===== src/design/slkt_pkg.sv =====
// shared types and constants for the sorted leaf key table
`timescale 1ns / 1ps
`default_nettype none

package slkt_pkg;

	localparam int KEY_W    = 32;
	localparam int VAL_W    = 64;
	localparam int SLOT_W   = 5;
	localparam int IDX_W    = 5;
	localparam int STATUS_W = 3;
	localparam int OP_W     = 2;

	typedef enum logic [OP_W-1:0] {
		OP_FIND   = 2'd0,
		OP_INSERT = 2'd1,
		OP_CLEAR  = 2'd2
	} opcode_t;

	typedef enum logic [STATUS_W-1:0] {
		STS_FOUND     = 3'd0,
		STS_NOT_FOUND = 3'd1,
		STS_INSERTED  = 3'd2,
		STS_FULL      = 3'd3,
		STS_OTHER     = 3'd4
	} status_t;

	typedef enum logic [1:0] {
		IDX_ZERO = 2'd0,
		IDX_LO   = 2'd1,
		IDX_MID  = 2'd2,
		IDX_SLOT = 2'd3
	} idx_sel_t;

	typedef enum logic [2:0] {
		S_IDLE      = 3'd0,
		S_PROBE     = 3'd1,
		S_COMPARE   = 3'd2,
		S_INS_CHECK = 3'd3,
		S_SHIFT_RD  = 3'd4,
		S_SHIFT_WR  = 3'd5,
		S_FINISH    = 3'd6
	} state_t;

	// controller to datapath
	typedef struct packed {
		logic     capture;
		logic     probe;
		logic     go_left;
		logic     go_right;
		logic     shift_rd;
		logic     shift_wr;
		logic     put_new;
		logic     clear_fill;
		logic     set_result;
		status_t  res_status;
		idx_sel_t res_idx;
		logic     load_out;
	} cmd_t;

	// datapath to controller
	typedef struct packed {
		logic lo_eq_hi;
		logic key_eq;
		logic key_lt;
		logic full;
		logic bad_slot;
		logic shift_end;
	} stat_t;

endpackage

`default_nettype wire


===== src/design/slkt_ctrl.sv =====
// controller state machine for the sorted leaf key table
`timescale 1ns / 1ps
`default_nettype none

module slkt_ctrl (
	input  wire logic                          clk,
	input  wire logic                          arst_n,
	input  wire logic                          req_valid,
	input  wire logic [slkt_pkg::OP_W-1:0]     opcode,
	output logic                               req_stall,
	output logic                               rsp_valid,
	input  wire logic                          rsp_stall,
	input  wire slkt_pkg::stat_t               stat,
	output slkt_pkg::cmd_t                     cmd
);

	slkt_pkg::state_t state_q;
	slkt_pkg::state_t state_nxt;
	logic             rsp_valid_q;

	assign rsp_valid = rsp_valid_q;

	always_ff @(posedge clk or negedge arst_n) begin
		if (!arst_n) begin
			state_q <= slkt_pkg::S_IDLE;
		end else begin
			state_q <= state_nxt;
		end
	end

	always_ff @(posedge clk or negedge arst_n) begin
		if (!arst_n) begin
			rsp_valid_q <= 1'b0;
		end else if (cmd.load_out) begin
			rsp_valid_q <= 1'b1;
		end else if (!rsp_stall) begin
			rsp_valid_q <= 1'b0;
		end
	end

	always_comb begin
		state_nxt = state_q;
		cmd       = '0;
		req_stall = 1'b1;
		case (state_q)
			slkt_pkg::S_IDLE: begin
				req_stall = 1'b0;
				if (req_valid) begin
					cmd.capture = 1'b1;
					case (slkt_pkg::opcode_t'(opcode))
						slkt_pkg::OP_FIND: begin
							state_nxt = slkt_pkg::S_PROBE;
						end
						slkt_pkg::OP_INSERT: begin
							state_nxt = slkt_pkg::S_INS_CHECK;
						end
						slkt_pkg::OP_CLEAR: begin
							cmd.clear_fill = 1'b1;
							cmd.set_result = 1'b1;
							cmd.res_status = slkt_pkg::STS_OTHER;
							cmd.res_idx    = slkt_pkg::IDX_ZERO;
							state_nxt      = slkt_pkg::S_FINISH;
						end
						default: begin
							cmd.set_result = 1'b1;
							cmd.res_status = slkt_pkg::STS_OTHER;
							cmd.res_idx    = slkt_pkg::IDX_ZERO;
							state_nxt      = slkt_pkg::S_FINISH;
						end
					endcase
				end
			end
			slkt_pkg::S_PROBE: begin
				if (stat.lo_eq_hi) begin
					cmd.set_result = 1'b1;
					cmd.res_status = slkt_pkg::STS_NOT_FOUND;
					cmd.res_idx    = slkt_pkg::IDX_LO;
					state_nxt      = slkt_pkg::S_FINISH;
				end else begin
					cmd.probe = 1'b1;
					state_nxt = slkt_pkg::S_COMPARE;
				end
			end
			slkt_pkg::S_COMPARE: begin
				if (stat.key_eq) begin
					cmd.set_result = 1'b1;
					cmd.res_status = slkt_pkg::STS_FOUND;
					cmd.res_idx    = slkt_pkg::IDX_MID;
					state_nxt      = slkt_pkg::S_FINISH;
				end else begin
					cmd.go_left  = stat.key_lt;
					cmd.go_right = !stat.key_lt;
					state_nxt    = slkt_pkg::S_PROBE;
				end
			end
			slkt_pkg::S_INS_CHECK: begin
				if (stat.full) begin
					cmd.set_result = 1'b1;
					cmd.res_status = slkt_pkg::STS_FULL;
					cmd.res_idx    = slkt_pkg::IDX_ZERO;
					state_nxt      = slkt_pkg::S_FINISH;
				end else if (stat.bad_slot) begin
					cmd.set_result = 1'b1;
					cmd.res_status = slkt_pkg::STS_OTHER;
					cmd.res_idx    = slkt_pkg::IDX_ZERO;
					state_nxt      = slkt_pkg::S_FINISH;
				end else begin
					state_nxt = slkt_pkg::S_SHIFT_RD;
				end
			end
			slkt_pkg::S_SHIFT_RD: begin
				if (stat.shift_end) begin
					cmd.put_new    = 1'b1;
					cmd.set_result = 1'b1;
					cmd.res_status = slkt_pkg::STS_INSERTED;
					cmd.res_idx    = slkt_pkg::IDX_SLOT;
					state_nxt      = slkt_pkg::S_FINISH;
				end else begin
					cmd.shift_rd = 1'b1;
					state_nxt    = slkt_pkg::S_SHIFT_WR;
				end
			end
			slkt_pkg::S_SHIFT_WR: begin
				cmd.shift_wr = 1'b1;
				state_nxt    = slkt_pkg::S_SHIFT_RD;
			end
			slkt_pkg::S_FINISH: begin
				if (!rsp_valid_q || !rsp_stall) begin
					cmd.load_out = 1'b1;
					state_nxt    = slkt_pkg::S_IDLE;
				end
			end
			default: begin
				state_nxt = slkt_pkg::S_IDLE;
			end
		endcase
	end

	// an accepted item always moves the controller out of idle on the following cycle
	a_accept_leaves_idle: assert property (@(posedge clk) disable iff (!arst_n)
		(req_valid && !req_stall) |=> (state_q != slkt_pkg::S_IDLE))
		else $error("accepted item did not start work");

	// a loaded result is offered on the next cycle
	a_load_shows_result: assert property (@(posedge clk) disable iff (!arst_n)
		cmd.load_out |=> rsp_valid)
		else $error("loaded result not offered");

	// every shift write is followed by the next read step
	a_shift_alternates: assert property (@(posedge clk) disable iff (!arst_n)
		(state_q == slkt_pkg::S_SHIFT_WR) |=> (state_q == slkt_pkg::S_SHIFT_RD))
		else $error("shift sequence broken");

endmodule

`default_nettype wire


===== src/design/slkt_dp.sv =====
// datapath for the sorted leaf key table: key and value memories, search and shift registers
`timescale 1ns / 1ps
`default_nettype none

module slkt_dp #(
	parameter int CAPACITY = 16
) (
	input  wire logic                             clk,
	input  wire logic                             arst_n,
	input  wire logic [slkt_pkg::KEY_W-1:0]       search_key,
	input  wire logic [slkt_pkg::SLOT_W-1:0]      slot,
	input  wire logic [slkt_pkg::VAL_W-1:0]       payload,
	input  wire slkt_pkg::cmd_t                   cmd,
	output slkt_pkg::stat_t                       stat,
	output logic [slkt_pkg::STATUS_W-1:0]         status,
	output logic [slkt_pkg::IDX_W-1:0]            index,
	output logic [slkt_pkg::IDX_W-1:0]            entry_count
);

	localparam int AW = (CAPACITY > 1) ? $clog2(CAPACITY) : 1;
	localparam int CW = $clog2(CAPACITY + 1);
	localparam int MW = (CW > slkt_pkg::SLOT_W) ? CW : slkt_pkg::SLOT_W;

	logic [slkt_pkg::KEY_W-1:0] key_mem [CAPACITY];
	logic [slkt_pkg::VAL_W-1:0] val_mem [CAPACITY];

	logic [slkt_pkg::KEY_W-1:0] key_q;
	logic [slkt_pkg::VAL_W-1:0] val_q;
	logic [MW-1:0]              slot_q;
	logic [CW-1:0]              fill_q;
	logic [CW-1:0]              lo_q;
	logic [CW-1:0]              hi_q;
	logic [CW-1:0]              i_q;
	logic [AW-1:0]              mid_q;
	logic [slkt_pkg::KEY_W-1:0] key_rd_q;
	logic [slkt_pkg::VAL_W-1:0] val_rd_q;
	slkt_pkg::status_t          res_status_q;
	logic [slkt_pkg::IDX_W-1:0] res_idx_q;
	logic [slkt_pkg::STATUS_W-1:0] status_q;
	logic [slkt_pkg::IDX_W-1:0] index_q;
	logic [slkt_pkg::IDX_W-1:0] count_q;

	logic [CW:0]                mid_sum;
	logic [CW-1:0]              mid_full;
	logic [AW-1:0]              mid_c;
	logic [CW-1:0]              i_dec;
	logic [AW-1:0]              rd_addr;
	logic [MW-1:0]              lo_w;
	logic [MW-1:0]              mid_w;
	logic [MW-1:0]              fill_w;
	logic [MW-1:0]              i_w;
	logic [slkt_pkg::IDX_W-1:0] idx_c;

	assign mid_sum  = {1'b0, lo_q} + {1'b0, hi_q};
	assign mid_full = mid_sum[CW:1];
	assign mid_c    = mid_full[AW-1:0];
	assign i_dec    = i_q - CW'(1);
	assign rd_addr  = cmd.shift_rd ? i_dec[AW-1:0] : mid_c;

	assign lo_w   = MW'(lo_q);
	assign mid_w  = MW'(mid_q);
	assign fill_w = MW'(fill_q);
	assign i_w    = MW'(i_q);

	assign stat.lo_eq_hi  = (lo_q == hi_q);
	assign stat.key_eq    = (key_q == key_rd_q);
	assign stat.key_lt    = (key_q < key_rd_q);
	assign stat.full      = (fill_q == CW'(CAPACITY));
	assign stat.bad_slot  = (slot_q > fill_w);
	assign stat.shift_end = (i_w == slot_q);

	always_comb begin
		case (cmd.res_idx)
			slkt_pkg::IDX_LO:   idx_c = lo_w[slkt_pkg::IDX_W-1:0];
			slkt_pkg::IDX_MID:  idx_c = mid_w[slkt_pkg::IDX_W-1:0];
			slkt_pkg::IDX_SLOT: idx_c = slot_q[slkt_pkg::IDX_W-1:0];
			default:            idx_c = '0;
		endcase
	end

	// entry count
	always_ff @(posedge clk or negedge arst_n) begin
		if (!arst_n) begin
			fill_q <= '0;
		end else if (cmd.clear_fill) begin
			fill_q <= '0;
		end else if (cmd.put_new) begin
			fill_q <= fill_q + CW'(1);
		end
	end

	// search bounds, shift pointer and the latched item
	always_ff @(posedge clk) begin
		if (cmd.capture) begin
			key_q  <= search_key;
			val_q  <= payload;
			slot_q <= MW'(slot);
			lo_q   <= '0;
			hi_q   <= fill_q;
			i_q    <= fill_q;
		end
		if (cmd.probe) begin
			mid_q <= mid_c;
		end
		if (cmd.go_left) begin
			hi_q <= CW'(mid_q);
		end
		if (cmd.go_right) begin
			lo_q <= CW'(mid_q) + CW'(1);
		end
		if (cmd.shift_wr) begin
			i_q <= i_dec;
		end
		if (cmd.set_result) begin
			res_status_q <= cmd.res_status;
			res_idx_q    <= idx_c;
		end
		if (cmd.load_out) begin
			status_q <= res_status_q;
			index_q  <= res_idx_q;
			count_q  <= fill_w[slkt_pkg::IDX_W-1:0];
		end
	end

	// key and value memories, one write and one registered read per cycle
	always_ff @(posedge clk) begin
		if (cmd.shift_wr) begin
			key_mem[i_q[AW-1:0]] <= key_rd_q;
			val_mem[i_q[AW-1:0]] <= val_rd_q;
		end else if (cmd.put_new) begin
			key_mem[slot_q[AW-1:0]] <= key_q;
			val_mem[slot_q[AW-1:0]] <= val_q;
		end
		key_rd_q <= key_mem[rd_addr];
		val_rd_q <= val_mem[rd_addr];
	end

	assign status      = status_q;
	assign index       = index_q;
	assign entry_count = count_q;

	// the node never holds more than its capacity
	a_fill_bounded: assert property (@(posedge clk) disable iff (!arst_n)
		fill_q <= CW'(CAPACITY))
		else $error("entry count above capacity");

	// a shift only moves entries that sit above the insert slot
	a_shift_above_slot: assert property (@(posedge clk) disable iff (!arst_n)
		cmd.shift_wr |-> (i_w > slot_q))
		else $error("shift below insert slot");

	// a probe only happens on a non-empty search range
	a_probe_range: assert property (@(posedge clk) disable iff (!arst_n)
		cmd.probe |-> (lo_q < hi_q))
		else $error("probe on empty range");

endmodule

`default_nettype wire


===== src/design/sorted_leaf_key_table_core.sv =====
// top level of the sorted leaf key table: one b-tree leaf node with find, insert and clear
//
//  channel  direction  handshake              payload
//  req      in         req_valid / req_stall  opcode, search_key, slot, payload
//  rsp      out        rsp_valid / rsp_stall  status, index, entry_count
//
// one item at a time; the memory read is registered, so a search probe takes a probe state
// and a compare state; a find makes at most clog2(CAPACITY+1) probes; an insert moves the
// m entries above its slot up, each by a read state and a write state, and a refused
// insert moves none; the next transfer can be taken in the cycle after the result loads
// reset clears the entry count and the handshake state only; memories hold no reset value
// a new item is taken while a finished result still waits under rsp_stall
`timescale 1ns / 1ps
`default_nettype none

module sorted_leaf_key_table_core #(
	parameter int CAPACITY = 16
) (
	input  wire logic                             clk,
	input  wire logic                             arst_n,
	// request channel
	input  wire logic                             req_valid,
	output logic                                  req_stall,
	input  wire logic [slkt_pkg::OP_W-1:0]        opcode,
	input  wire logic [slkt_pkg::KEY_W-1:0]       search_key,
	input  wire logic [slkt_pkg::SLOT_W-1:0]      slot,
	input  wire logic [slkt_pkg::VAL_W-1:0]       payload,
	// response channel
	output logic                                  rsp_valid,
	input  wire logic                             rsp_stall,
	output logic [slkt_pkg::STATUS_W-1:0]         status,
	output logic [slkt_pkg::IDX_W-1:0]            index,
	output logic [slkt_pkg::IDX_W-1:0]            entry_count
);

	// command and status buses between sequencer and datapath
	slkt_pkg::cmd_t  cmd;
	slkt_pkg::stat_t stat;

	// sequencer: takes one transfer, steps the search or shift, hands the result on
	slkt_ctrl u_ctrl (
		.clk       (clk),
		.arst_n    (arst_n),
		.req_valid (req_valid),
		.opcode    (opcode),
		.req_stall (req_stall),
		.rsp_valid (rsp_valid),
		.rsp_stall (rsp_stall),
		.stat      (stat),
		.cmd       (cmd)
	);

	// datapath: memories, search bounds, shift pointer, entry count and output register
	slkt_dp #(
		.CAPACITY (CAPACITY)
	) u_dp (
		.clk         (clk),
		.arst_n      (arst_n),
		.search_key  (search_key),
		.slot        (slot),
		.payload     (payload),
		.cmd         (cmd),
		.stat        (stat),
		.status      (status),
		.index       (index),
		.entry_count (entry_count)
	);

endmodule

`default_nettype wire


===== config.mk =====
export PLATFORM = sky130hd
export DESIGN_NAME = sorted_leaf_key_table_core
export DESIGN_NICKNAME = d
export VERILOG_FILES = /design/src/design/slkt_pkg.sv /design/src/design/slkt_ctrl.sv /design/src/design/slkt_dp.sv /design/src/design/sorted_leaf_key_table_core.sv
export SDC_FILE = /design/constraint.sdc
export NUM_CORES = 1
export LEC_CHECK = 0
export BUFFER_PORTS_ARGS = -buffer_cell sky130_fd_sc_hd__buf_2
export CAP_MARGIN = 20
export CORE_AREA = 8 8 278 280
export DETAILED_ROUTE_END_ITERATION = 12
export DIE_AREA = 0 0 286 288
export HOLD_SLACK_MARGIN = 0.12
export PLACE_DENSITY = 0.59
export SLEW_MARGIN = 20
export SYNTH_ARGS = -nofsm -noshare
export SYNTH_HDL_FRONTEND = slang
export SYNTH_SLANG_ARGS = --single-unit

===== constraint.sdc =====
create_clock -name clk -period 9.9 [get_ports clk]
set_input_delay 0.495 -clock clk [delete_from_list [all_inputs] [get_ports clk]]
set_output_delay 0.495 -clock clk [all_outputs]
set_load 0.01 [all_outputs]

== After elaboration in Yosys (flattened, before gate mapping) ==
Memories as Yosys holds them, arrays and structs flattened. A register that Yosys moved wholly into a read port is not among the register bits.
Index checks and enable logic that the tools add are counted.

* Bits in registers: 86
* Memory bits (writable): 512
* Output and inout bits: 15
* Memories: 1

* $add $sub $neg: 4
* $lt $le $gt $ge: 2
* Equality and inequality tests: 18
* Mux-type cells: 53
* Reduce and logical (&&, ||, !) cells: 13

{| class="wikitable"
|+ Memories
! name !! depth !! width !! rd ports !! clocked after memory_dff !! wr ports !! line !! RTL
|-
| u_dp.key_mem || 16 || 32 || 1 || 1 || 1 || slkt_dp.sv:24 || <nowiki>logic [slkt_pkg::KEY_W-1:0] key_mem [CAPACITY];</nowiki>
|}

{| class="wikitable"
|+ Operator list
! cell !! number
|-
| two-way mux 6 bit || 6
|-
| equality test 32 bit || 1
|-
| less-than comparator 32 bit || 1
|-
| two-way mux 32 bit || 1
|-
| OR reduction 32 bit || 1
|-
| two-way mux 5 bit || 6
|-
| case mux 6 bit (5 select lines) || 1
|-
| two-way mux 1 bit || 22
|-
| case mux 3 bit (7 select lines) || 1
|-
| two-way mux 4 bit || 4
|-
| two-way mux 3 bit || 5
|-
| case mux 5 bit (3 select lines) || 1
|-
| equality test 5 bit || 2
|-
| equality test 3 bit (second input constant) || 3
|-
| two-way mux 2 bit || 4
|-
| nonzero test 2 bit || 4
|-
| two-way mux 7 bit || 1
|-
| equality test 2 bit (second input constant) || 3
|-
| equality test 3 x 2 -> 1 bit (second input constant) || 2
|-
| case mux 3 bit (2 select lines) || 1
|-
| adder 4 x 1 -> 5 bit (second input constant) || 1
|-
| adder 5 x 1 -> 5 bit (second input constant) || 1
|-
| adder 5 bit || 1
|-
| equality test 5 bit (second input constant) || 1
|-
| other kinds (12) || 16
|}

== Longest topological paths before layout ==
Gate-level depths: netlist (run 1).

* Word-level depth: 8
* Mapped depth: 12
* Mapped depth without buffers: 9

== By module ==
From an unflattened synthesis (run 1), not the netlist that was laid out.

* Cell total of the unflattened synthesis: 1290
* Area total of the unflattened synthesis: 25214.2 µm²

{| class="wikitable"
|+ By module, submodules not included
! module !! times used !! cells each !! area an instance (µm²) !! seq. area each (µm²)
|-
| slkt_dp || 1 || 1230 || 24750.0 || 18442.7
|-
| slkt_ctrl || 1 || 60 || 464.2 || 100.1
|}

== Worst setup path before layout (run 1) ==
OpenSTA, ideal clock, no wires.

* Path kind: register -> register
* From: reg u_dp.i_q[1]
* To: mem u_dp.key_mem[5][0] (netlist bit), enable pin
* Arrival time: 3.588 ns
* Required time: 9.439 ns
* Slack: 5.851 ns
* Stages on the path, launching flop included: 9
* Buffers on the path: 2
* Cells stage by stage: edfxtp_1 -> buf_4 -> xnor2_1 -> and3_1 -> buf_2 -> nand3_1 -> nand2_1 -> nand3_1 -> nor3_1

* Cells in the longest elaborated chain, start to end: 8
* Elaborated cells between the ends (all ways): 9
* Those cells by class: eq/ne: 1; mux: 7; reduce/logical: 1

{| class="wikitable"
|+ RTL lines
! what !! line !! RTL
|-
| start: declaration || slkt_dp.sv:33 || <nowiki>logic [CW-1:0] i_q;</nowiki>
|-
| start signal: assignment || slkt_dp.sv:100 || <nowiki>i_q <= fill_q;</nowiki>
|-
| start signal: assignment || slkt_dp.sv:112 || <nowiki>i_q <= i_dec;</nowiki>
|-
| equality test 5 bit || slkt_dp.sv:70 || <nowiki>assign stat.shift_end = (i_w == slot_q);</nowiki>
|-
| two-way mux 1 bit || slkt_ctrl.sv:112 || <nowiki>if (stat.shift_end) begin</nowiki>
|-
| two-way mux 1 bit || slkt_ctrl.sv:45 || <nowiki>case (state_q)</nowiki>
|-
| two-way mux 1 bit || -- ||
|-
| two-way mux 1 bit || slkt_dp.sv:127 || <nowiki>if (cmd.shift_wr) begin</nowiki>
|-
| two-way mux 1 bit (implied by the code) || slkt_dp.sv:131 || <nowiki>key_mem[slot_q[AW-1:0]] <= key_q;</nowiki>
|-
| OR reduction 32 bit (no source line) || -- ||
|-
| two-way mux 4 bit (no source line) or two-way mux 1 bit (tied branches) || -- ||
|-
| end: declaration || slkt_dp.sv:24 ||
|}

Several ways; a longest one is shown, not always the timed one.

== Final worst setup path (run 1) ==
* From: reg u_dp.lo_q[0]
* To: reg u_dp.key_rd_q[19] (netlist bit), read port of u_dp.key_mem

* Cells in the longest elaborated chain, start to end: 2

{| class="wikitable"
|+ RTL lines
! what !! line !! RTL
|-
| start: declaration || slkt_dp.sv:31 || <nowiki>logic [CW-1:0] lo_q;</nowiki>
|-
| start signal: assignment || slkt_dp.sv:109 || <nowiki>lo_q <= CW'(mid_q) + CW'(1);</nowiki>
|-
| adder 5 bit || slkt_dp.sv:54 || <nowiki>assign mid_sum = {1'b0, lo_q} + {1'b0, hi_q};</nowiki>
|-
| via u_dp.mid_sum[1] || slkt_dp.sv:43 || <nowiki>logic [CW:0] mid_sum;</nowiki>
|-
| two-way mux 4 bit || slkt_dp.sv:58 || <nowiki>assign rd_addr = cmd.shift_rd ? i_dec[AW-1:0] : mid_c;</nowiki>
|-
| end: declaration || slkt_dp.sv:35 || <nowiki>logic [slkt_pkg::KEY_W-1:0] key_rd_q;</nowiki>
|}

The timed path passes the listed nets, and every way through them passes these cells.
A chain may end at the register's enable or synchronous reset.

==> results of run 1 <==
-- cells in the final DEF, fill, tap and decap left out, types with 10 or more instances in the layout --
| cell | count |
|---|---|
| and3_1 | 34 |
| nand4_1 | 10 |
| nand3_1 | 17 |
| a221oi_1 | 95 |
| nor2_4 | 12 |
| inv_1 | 49 |
| mux2i_1 | 97 |
| edfxtp_1 | 588 |
| dlygate4sd3_1 | 38 |
| clkbuf_16 | 67 |
| a21o_1 | 15 |
| dfxtp_1 | 33 |
| a21oi_1 | 145 |
| xnor2_1 | 12 |
| o21ai_1 | 13 |
| nand2_1 | 190 |
| nor2_1 | 18 |
| or4_1 | 33 |
| clkbuf_1 | 19 |
| buf_2 | 57 |
| ha_1 | 45 |
| a211oi_1 | 66 |
| buf_4 | 46 |
| o21ai_0 | 30 |
-- state kept, by name, indices dropped and copies added (netlist names) --
register,flops
u_dp.hi_q,5
u_dp.i_q,5
u_dp.entry_count,5
u_dp.lo_q,5
u_dp.res_idx_q,5
u_dp.index,5
u_dp.mid_q,4
u_dp.fill_q,5
u_ctrl.rsp_valid,1
u_dp.key_mem,512
u_dp.slot_q,5
u_ctrl.state_q,3
u_dp.key_rd_q,32
u_dp.status,3
u_dp.res_status_q,3
u_dp.key_q,32
-- routing by layer --
layer | track usage | part of all wire | vias to the layer above
li1 | - | - | 6796
met1 | 0.202 | 0.45 | 7528
met2 | 0.223 | 0.46 | 482
met3 | 0.0262 | 0.064 | 98
met4 | 0.0425 | 0.023 | 0
met5 | 0 | 0 | -
-- power by group --
| group | internal, mW | leakage (nW) | switching, mW |
|---|---|---|---|
| clock | 1.40 | 1.05 | 1.03 |
| sequential | 3.59 | 5.72 | 0.151 |
| combinational | 1.55 | 3.45 | 3.21 |
| total | 6.55 | 10.2 | 4.39 |
-- through the flow --
| step | hold WS (ps) | worst slack [ps] | cells | area (sq um) |
|---|---|---|---|---|
| floorplan | 199 | 5850 | 1688 | 25300 |
| global placement | 349 | 5130 | 2648 | 26800 |
| detailed placement | 353 | 5110 | 2648 | 26800 |
| CTS | 135 | 5090 | 2807 | 29300 |
| global route | 176 | 4930 | 2807 | 29300 |
| finish | 163 | 5040 | 2807 | 29300 |
-- worst max-delay path by stage --
stage          cells after the start                            to                        from  slack (ps)
2_1_floorplan                      8  u_dp.key_mem[5][0]$_DFFE_PP_       u_dp.i_q[1]$_DFFE_PP_        5850
3_3_place_gp                       9     u_dp.key_rd_q[19]$_DFF_P_  u_dp.lo_q[0]$_SDFFCE_PN0P_        5130
3_5_place_dp                       9     u_dp.key_rd_q[26]$_DFF_P_  u_dp.lo_q[0]$_SDFFCE_PN0P_        5110
4_1_cts                            9     u_dp.key_rd_q[26]$_DFF_P_  u_dp.lo_q[0]$_SDFFCE_PN0P_        5090
5_1_grt                            9     u_dp.key_rd_q[26]$_DFF_P_  u_dp.lo_q[0]$_SDFFCE_PN0P_        4930
6_report                           9     u_dp.key_rd_q[19]$_DFF_P_  u_dp.lo_q[0]$_SDFFCE_PN0P_        5040
-- worst min-delay path, stage by stage --
cell     delay, ps
buf_2           90
nand2_1         50
o21ai_0         60
-- synth_stat cells (9+ instances only) --
library cell,number,area (sq um)
edfxtp_1,588,17700
nand2_1,194,728
a21oi_1,145,726
mux2i_1,97,971
a221oi_1,95,832
a211oi_1,66,495
clkbuf_1,52,195
inv_1,50,188
ha_1,45,563
o21ai_0,42,210
buf_2,38,190
and3_1,35,219
dfxtp_1,33,661
or4_1,33,248
nor2_1,30,113
nand3_1,17,85.1
a21o_1,15,113
xnor2_1,12,105
nand4_1,10,62.6
dfrtp_1,9,225
nor3_1,9,45.0
-- logic make-up (layout without fill, tap and decap cells) --
| family | Yosys count | count (layout) | synth area share |
|---|---|---|---|
| flip-flops | 630 | 630 | 0.734 |
| AO/OA/AOI/OAI | 385 | 385 | 0.101 |
| AND/OR/NAND/NOR | 350 | 350 | 0.0654 |
| buffers and inverters | 154 | 314 | 0.0274 |
| multiplexers | 105 | 105 | 0.0427 |
| adder cells (fa/ha/maj) | 46 | 46 | 0.0231 |
| XOR/XNOR | 18 | 18 | 0.00624 |
-- final cells by class --
class	instances	area, sq um	share of cell area
inverter	50	188	0.00640
clock inverter	31	333	0.0114
timing repair buffer	143	1050	0.0358
clock buffer	90	1800	0.0615
tap	959	1200	0.0409
multi-input combinational	904	6200	0.212
sequential	630	18500	0.632
==> flow_summary_export.csv, run 1 <==
group,metric,value,unit
status,status,"complete, no violations",
cts,clk_path_buf_depth,3,
setup_path,crit_type,"reg -> reg",
worst_hold_path,worstHoldPathType,"in -> reg",
yosys,ys_seq_area_frac,0.734,
setup_path,cpMaxStageDelayCell,"and2_4",
global_routing,grt_pass1_wl,90400,um
timing,rsz0062_at_grt,"no",
yosys,synth_cell_types,56,
power,power,10.9,mW
yosys,ys.flop_type,"edfxtp_1",
power,power_density,373,nW/um^2
timing,worst_pin_slew,1110,ps
timing,min_period,4860,ps
setup_path,critical_path.max_fanout,160,
finish,utilization,0.404,
floorplan,die_w,286,um
drt,drtIter0Drc,1402,
floorplan,coreArea,72600,sq um
setup_path,r2r-end,"u_dp.key_rd_q[19]$_DFF_P_",
setup_path,worst-path-buf-inv,2,
drt,routedWlPerCell,21.6,um
setup_path,cp-start-kind,"flip-flop",
cts,cts_tree,"yes",
drt,drcViolationCount,0,
timing,setup_tns,0,ps
timing,report.final.setup_viol,0,
global_routing,antenna_found_initial,0,
global_routing,grt.total_usage,0.143,
drt,wirelength,60600,um
finish,drive_gt1_frac,0.127,
timing,hold_violations,0,
yosys,synth_seq_cells,630,
setup_path,path_cells,"ha_1 > fa_1 > a31oi_4 > buf_4 > and2_4 > buf_12 > mux2i_1 > a221oi_1 > or4_1",
setup_path,endpoint_kind,"flip-flop",
yosys,synth_edf_count,588,
setup_path,crit_family,"simple AND/OR/NAND/NOR gates",
floorplan,die_area,82400,sq um
worst_hold_path,hold_depth,3,
finish,fillCellCount,6645,
timing,timing.fmax,0.206,GHz
global_routing,grt_max_degree,182,
timing,slew_violations,0,
setup_path,r2r.worst_path.cells,9,
cts,post_cts_resized,0,
cts,cts_hold_buffers,38,
placed_design,gp_congestion,0.796,
setup_path,rr_startpoint,"u_dp.lo_q[0]$_SDFFCE_PN0P_",
yosys,synth-async-reset-ratio,0.0143,
drt,vias,14900,
timing,finalClockSkew,45.7,ps
yosys,postSynthAreaPerCell,15.0,sq um
power,peakVddDrop,0.518,mV
cts,cts.sinks,630,
placed_design,port_buffers,57,
cts,htreeDepth,3,
cts,path_clk_slew,60,ps
cts,cts-root-buf,"clkbuf_16",
power,p_leak,10.2,nW
floorplan,die_h,288,um
finish,area_growth_syn_to_layout,16.0,%
setup_path,arrival,5320,ps
finish,fin_nets,1948,
yosys,synth.cell_area,25300,sq um
floorplan,io_pins,122,
worst_hold_path,hold_start,"rsp_stall",
setup_path,cpPeakStageDelay,870,ps
setup_path,required,10360,ps
drt,antenna_left,0,
placed_design,hpwl,31400,um
floorplan,start_util,0.348,
cts,clkLatencyLatePin,620,ps
flow_run,cap_viol_max_count,0,
yosys,ys.warnings.count,0,
drt,first_pass_iters,7,
yosys,synthesis.instances,1688,
setup_path,r2r_slack,5040,ps
timing,max-slew-margin-rel,0.255,
drt,routed_via_density,5.31,
finish,n_antenna_cell,0,
timing,period_share,0.491,
global_routing,overflow,0,
worst_hold_path,min_to,"u_ctrl.rsp_valid$_DFFE_PN0P_",
yosys,synth_fp_nets,1841,
global_routing,grt_pass1_vias,14400,
floorplan,rows,99,
cts,cts_setup_buffers,0,
cts,cts_buffers,66,
Note: power is estimated with default switching activity, not from simulation.
==> run 2, diff against run 1 <==
==> constraint.sdc (replaced) <==
create_clock -name clk -period 4.95 [get_ports clk]
set_input_delay 0.2475 -clock clk [delete_from_list [all_inputs] [get_ports clk]]
set_output_delay 0.2475 -clock clk [all_outputs]
set_load 0.01 [all_outputs]
==> run 2 against run 1 <==
Fmax is 32% higher; total power up 100%; setup slack got worse by 3800 ps; sequential share of layout area fell by 0.79 points; worst hold slack better by 1.5 ps; flip-flop and latch count unchanged.
==> flow_summary_export.csv, run 2 (same netlist as run 1, synthesis figures left out) <==
group,metric,value,unit
drt,drcViolationCount,0,
floorplan,die_area,82400,sq um
cts,clkLatencyLatePin,600,ps
drt,drtIter0Drc,1289,
floorplan,io_pins,122,
setup_path,required,5410,ps
timing,min_period,3690,ps
timing,whs,165,ps
floorplan,die_h,288,um
power,power_density,754,nW/um^2
flow_run,cap_viol_max_count,0,
cts,clk_path_buf_depth,3,
finish,fin_nets,1978,
drt,vias,15000,
setup_path,critical_path.max_fanout,63,
global_routing,grt.total_usage,0.149,
power,peakVddDrop,0.890,mV
setup_path,arrival,4150,ps
finish,utilization,0.409,
timing,setup_tns,0,ps
power,power,22.4,mW
power,p_leak,10.4,nW
timing,report.final.setup_viol,0,
status,status,"complete, no violations",
placed_design,gp_congestion,0.787,
setup_path,endpoint_kind,"flip-flop",
finish,drive_gt1_frac,0.140,
setup_path,path_cells,"ha_1 > fa_1 > a2bb2oi_4 > and2_4 > buf_12 > mux2i_1 > a221oi_1 > or4_1",
finish,final_common_cell,"edfxtp_1",
timing,period_share,0.745,
floorplan,die_w,286,um
cts,cts_buffers,68,
global_routing,grt_pass1_vias,15000,
finish,n_antenna_cell,0,
setup_path,cpPeakStageDelay,620,ps
placed_design,port_buffers,57,
timing,worst_pin_slew,1070,ps
setup_path,cp-start-kind,"flip-flop",
cts,post_cts_resized,0,
drt,first_pass_iters,5,
finish,area_growth_syn_to_layout,17.5,%
finish,final_cell_mix,"edfxtp_1, nand2_1, a21oi_1",
placed_design,hpwl,33800,um
timing,slew_violations,0,
cts,cts-root-buf,"clkbuf_16",
timing,finalClockSkew,23.1,ps
global_routing,grt_pass1_wl,94100,um
floorplan,coreArea,72600,sq um
timing,timing.fmax,0.271,GHz
timing,rsz0062_at_grt,"no",
drt,routed_via_density,5.30,
finish,largest_reg_flops,512,
setup_path,crit_type,"reg -> reg",
floorplan,rows,99,
drt,antenna_left,0,
worst_hold_path,worstHoldPathType,"in -> reg",
cts,htreeDepth,3,
timing,hold_violations,0,
global_routing,overflow,0,
drt,routedWlPerCell,22.0,um
timing,max-slew-margin-rel,0.289,
cts,cts.sinks,630,
cts,path_clk_slew,50,ps
setup_path,cpMaxStageDelayCell,"fa_1",
global_routing,antenna_found_initial,0,
drt,wirelength,62500,um
setup_path,r2r_slack,1260,ps
global_routing,grt_max_degree,120,
floorplan,start_util,0.348,
cts,cts_tree,"yes",
## run 2: per-stage QoR
step	std cells	area, sq um	worst slack [ps]
4_1_cts	2837	29700	1230
6_report	2837	29700	1260
2_1_floorplan	1688	25300	901
5_1_grt	2837	29700	1040
3_5_place_dp	2671	27000	1240
3_3_place_gp	2671	27000	1320
## run 2: power breakdown
| part | switching [mW] | total, mW | internal [mW] |
|---|---|---|---|
| combinational | 6.54 | 9.84 | 3.30 |
| sequential | 0.308 | 7.49 | 7.18 |
| clock | 2.04 | 5.07 | 3.03 |
| total | 8.89 | 22.4 | 13.5 |
## run 2: routing by layer
| metal | vias up | wire [um] | track usage |
|---|---|---|---|
| li1 | 6855 | - | - |
| met1 | 7650 | 28100 | 0.205 |
| met2 | 459 | 29300 | 0.239 |
| met3 | 83 | 3900 | 0.0302 |
| met4 | 0 | 1130 | 0.0402 |
| met5 | - | 0 | 0 |
## run 2: cell type report
type                            instances  area [sq um]
Clock inverter                         30           333
Clock buffer                           93          1910
Fill cell                            6643         42900
Sequential cell                       630         18500
Inverter                               50           188
Tap cell                              959          1200
Multi-Input combinational cell        904          6200
Timing Repair Buffer                  171          1320
## run 2: critical path: cells and delay by family (launching register included)
family	cells	cell delay, ps
buf+inv	1	340
simple gates	2	900
mux	1	250
fa+ha+maj	2	860
compound gates	2	720
flops	1	410
## run 2: path summary, 6_finish.rpt
check / start / endpoint / cells after the start
min reg2reg: u_dp.res_status_q[1]$_DFFE_PP_ / u_dp.status[1]$_DFFE_PP_ / 0
max: u_dp.lo_q[0]$_SDFFCE_PN0P_ / u_dp.key_rd_q[4]$_DFF_P_ / 8
min in group asynchronous: arst_n / u_ctrl.rsp_valid$_DFFE_PN0P_ / 3
max in group asynchronous: arst_n / u_dp.fill_q[0]$_DFFE_PN0P_ / 3
min: req_valid / u_ctrl.state_q[0]$_DFFE_PN0P_ / 4
max reg2reg: u_dp.lo_q[0]$_SDFFCE_PN0P_ / u_dp.key_rd_q[4]$_DFF_P_ / 8
## run 2: timing repair
action,4_1_cts,5_1_grt
hold buffers,43,0
buffers inserted,0,0
endpoints found under the hold margin,56,0
endpoints found under the setup margin,0,0
==> run 3, diff against run 2 <==
==> constraint.sdc (replaced) <==
create_clock -name clk -period 3.4 [get_ports clk]
set_input_delay 0.17 -clock clk [delete_from_list [all_inputs] [get_ports clk]]
set_output_delay 0.17 -clock clk [all_outputs]
set_load 0.01 [all_outputs]
==> run 3 against run 2 <==
First-iteration DRC count is 3.6% higher; combinational power is 60% higher; via count is 1.8% higher; total power is 50% higher; sequential share of layout area is 1.2 points lower; die area stayed put; clock-buffer cell count is 2 higher; non-clock buffer count is 33 higher; clock power is 40% higher.
==> flow_summary_export.csv, run 3 (same netlist as run 1, synthesis figures left out) <==
group,metric,value,unit
status,status,"complete, no violations",
floorplan,die_w,286,um
floorplan,io_pins,122,
finish,fin_nets,2010,
floorplan,coreArea,72600,sq um
floorplan,die_area,82400,sq um
worst_hold_path,worstHoldPathType,"in -> reg",
setup_path,required,3730,ps
global_routing,grt_pass1_vias,15100,
cts,clkLatencyLatePin,610,ps
cts,cts_tree,"yes",
global_routing,antenna_found_initial,0,
cts,cts.sinks,630,
setup_path,crit_type,"reg -> reg",
setup_path,cp-start-kind,"flip-flop",
timing,period_share,0.952,
timing,rsz0062_at_grt,"no",
drt,antenna_left,0,
drt,vias,15300,
timing,whs,264,ps
setup_path,arrival,3570,ps
timing,setup_tns,0,ps
cts,htreeDepth,3,
worst_hold_path,hold_start,"search_key[4]",
timing,worst_pin_slew,964,ps
drt,drcViolationCount,0,
setup_path,r2r.worst_path.cells,10,
global_routing,overflow,0,
power,peakVddDrop,1.25,mV
cts,cts_setup_buffers,0,
drt,routedWlPerCell,22.2,um
worst_hold_path,min_to,"u_dp.key_q[4]$_DFFE_PP_",
placed_design,place_area,27600,sq um
worst_hold_path,hold_depth,2,
setup_path,r2r-end,"u_dp.hi_q[3]$_DFFE_PP_",
timing,min_period,3240,ps
setup_path,rr_startpoint,"u_dp.key_q[28]$_DFFE_PP_",
finish,drive_gt1_frac,0.152,
setup_path,critical_path.max_fanout,6,
placed_design,hpwl,34100,um
drt,routed_via_density,5.34,
power,p_leak,10.7,nW
global_routing,grt.total_usage,0.151,
global_routing,grt_max_degree,63,
finish,final_area,30300,sq um
timing,finalClockSkew,30.5,ps
cts,cts_buffers,67,
finish,final_cell_mix,"edfxtp_1, nand2_1, a21oi_1",
setup_path,r2r_slack,160,ps
timing,slew_violations,0,
power,power,33.6,mW
timing,hold_violations,0,
drt,drtIter0Drc,1335,
finish,area_growth_syn_to_layout,19.7,%
floorplan,rows,99,
global_routing,grt_pass1_wl,95000,um
finish,final_common_cell,"edfxtp_1",
timing,timing.fmax,0.309,GHz
cts,cts-root-buf,"clkbuf_16",
drt,wirelength,63600,um
floorplan,start_util,0.348,
setup_path,endpoint_kind,"flip-flop",
power,power_density,1110,nW/um^2
cts,path_clk_slew,60,ps
finish,n_antenna_cell,0,
placed_design,gp_congestion,0.809,
finish,largest_reg_flops,512,
cts,clk_path_buf_depth,3,
flow_run,cap_viol_max_count,0,
timing,max-slew-margin-rel,0.355,
drt,first_pass_iters,8,
placed_design,port_buffers,57,
timing,report.final.setup_viol,0,
floorplan,die_h,288,um
## run 3: cell type report
cell class                      count  area [sq um]
Clock buffer                       95          1870
Clock inverter                     27           272
Tap cell                          959          1200
Multi-Input combinational cell    904          6210
Sequential cell                   630         18500
Fill cell                        6564         42300
Timing Repair Buffer              204          1960
Inverter                           50           188
## run 3: worst max-delay path by stage
stage / startpoint / end / slack, ps
6_report: u_dp.key_q[28]$_DFFE_PP_ / u_dp.hi_q[3]$_DFFE_PP_ / 160
3_5_place_dp: u_dp.key_q[29]$_DFFE_PP_ / u_dp.hi_q[1]$_DFFE_PP_ / -7
3_3_place_gp: u_dp.key_q[29]$_DFFE_PP_ / u_dp.hi_q[3]$_DFFE_PP_ / -4
5_1_grt: u_dp.key_q[28]$_DFFE_PP_ / u_dp.hi_q[3]$_DFFE_PP_ / 50
2_1_floorplan: u_dp.i_q[1]$_DFFE_PP_ / u_dp.key_mem[5][0]$_DFFE_PP_ / -650
4_1_cts: u_dp.key_q[29]$_DFFE_PP_ / u_dp.hi_q[3]$_DFFE_PP_ / 60
## run 3: stage by stage
step / worst slack, ps / cells / utilization
3_5_place_dp: -7.17 / 2702 / 0.381
3_3_place_gp: -3.56 / 2702 / 0.381
4_1_cts: 64.3 / 2869 / 0.417
5_1_grt: 47.4 / 2869 / 0.417
6_report: 165 / 2869 / 0.417
2_1_floorplan: -649 / 1688 / -
## run 3: metal layers
| layer | GRT usage | part of all wire | vias up |
|---|---|---|---|
| li1 | - | - | 6920 |
| met1 | 0.212 | 0.45 | 7751 |
| met2 | 0.237 | 0.46 | 531 |
| met3 | 0.0296 | 0.065 | 118 |
| met4 | 0.0426 | 0.026 | 0 |
| met5 | 0 | 0 | - |
## run 3: power by group
| group | leakage, nW | switching, mW | total [mW] | internal, mW |
|---|---|---|---|---|
| Sequential | 5.72 | 0.357 | 10.8 | 10.4 |
| Combinational | 3.89 | 9.90 | 15.7 | 5.84 |
| Clock | 1.05 | 2.93 | 7.10 | 4.17 |
| Total | 10.7 | 13.2 | 33.6 | 20.5 |
## run 3: timing repair
action | CTS | global route
setup endpoints to repair | 7 | 21
hold buffers | 45 | 0
gates resized for setup | 1 | 2
pin swaps | 0 | 0
endpoints found under the hold margin | 57 | 0
## run 3: critical path: stages, from the launching register on
cell and delay, ps:
edfxtp_1 440, ha_1 330, nand3_1 130, or3_1 510, nor3_2 300, buf_4 180
nand3_2 170, nor3b_1 240, nor3b_1 150, buf_4 190, or2_2 330
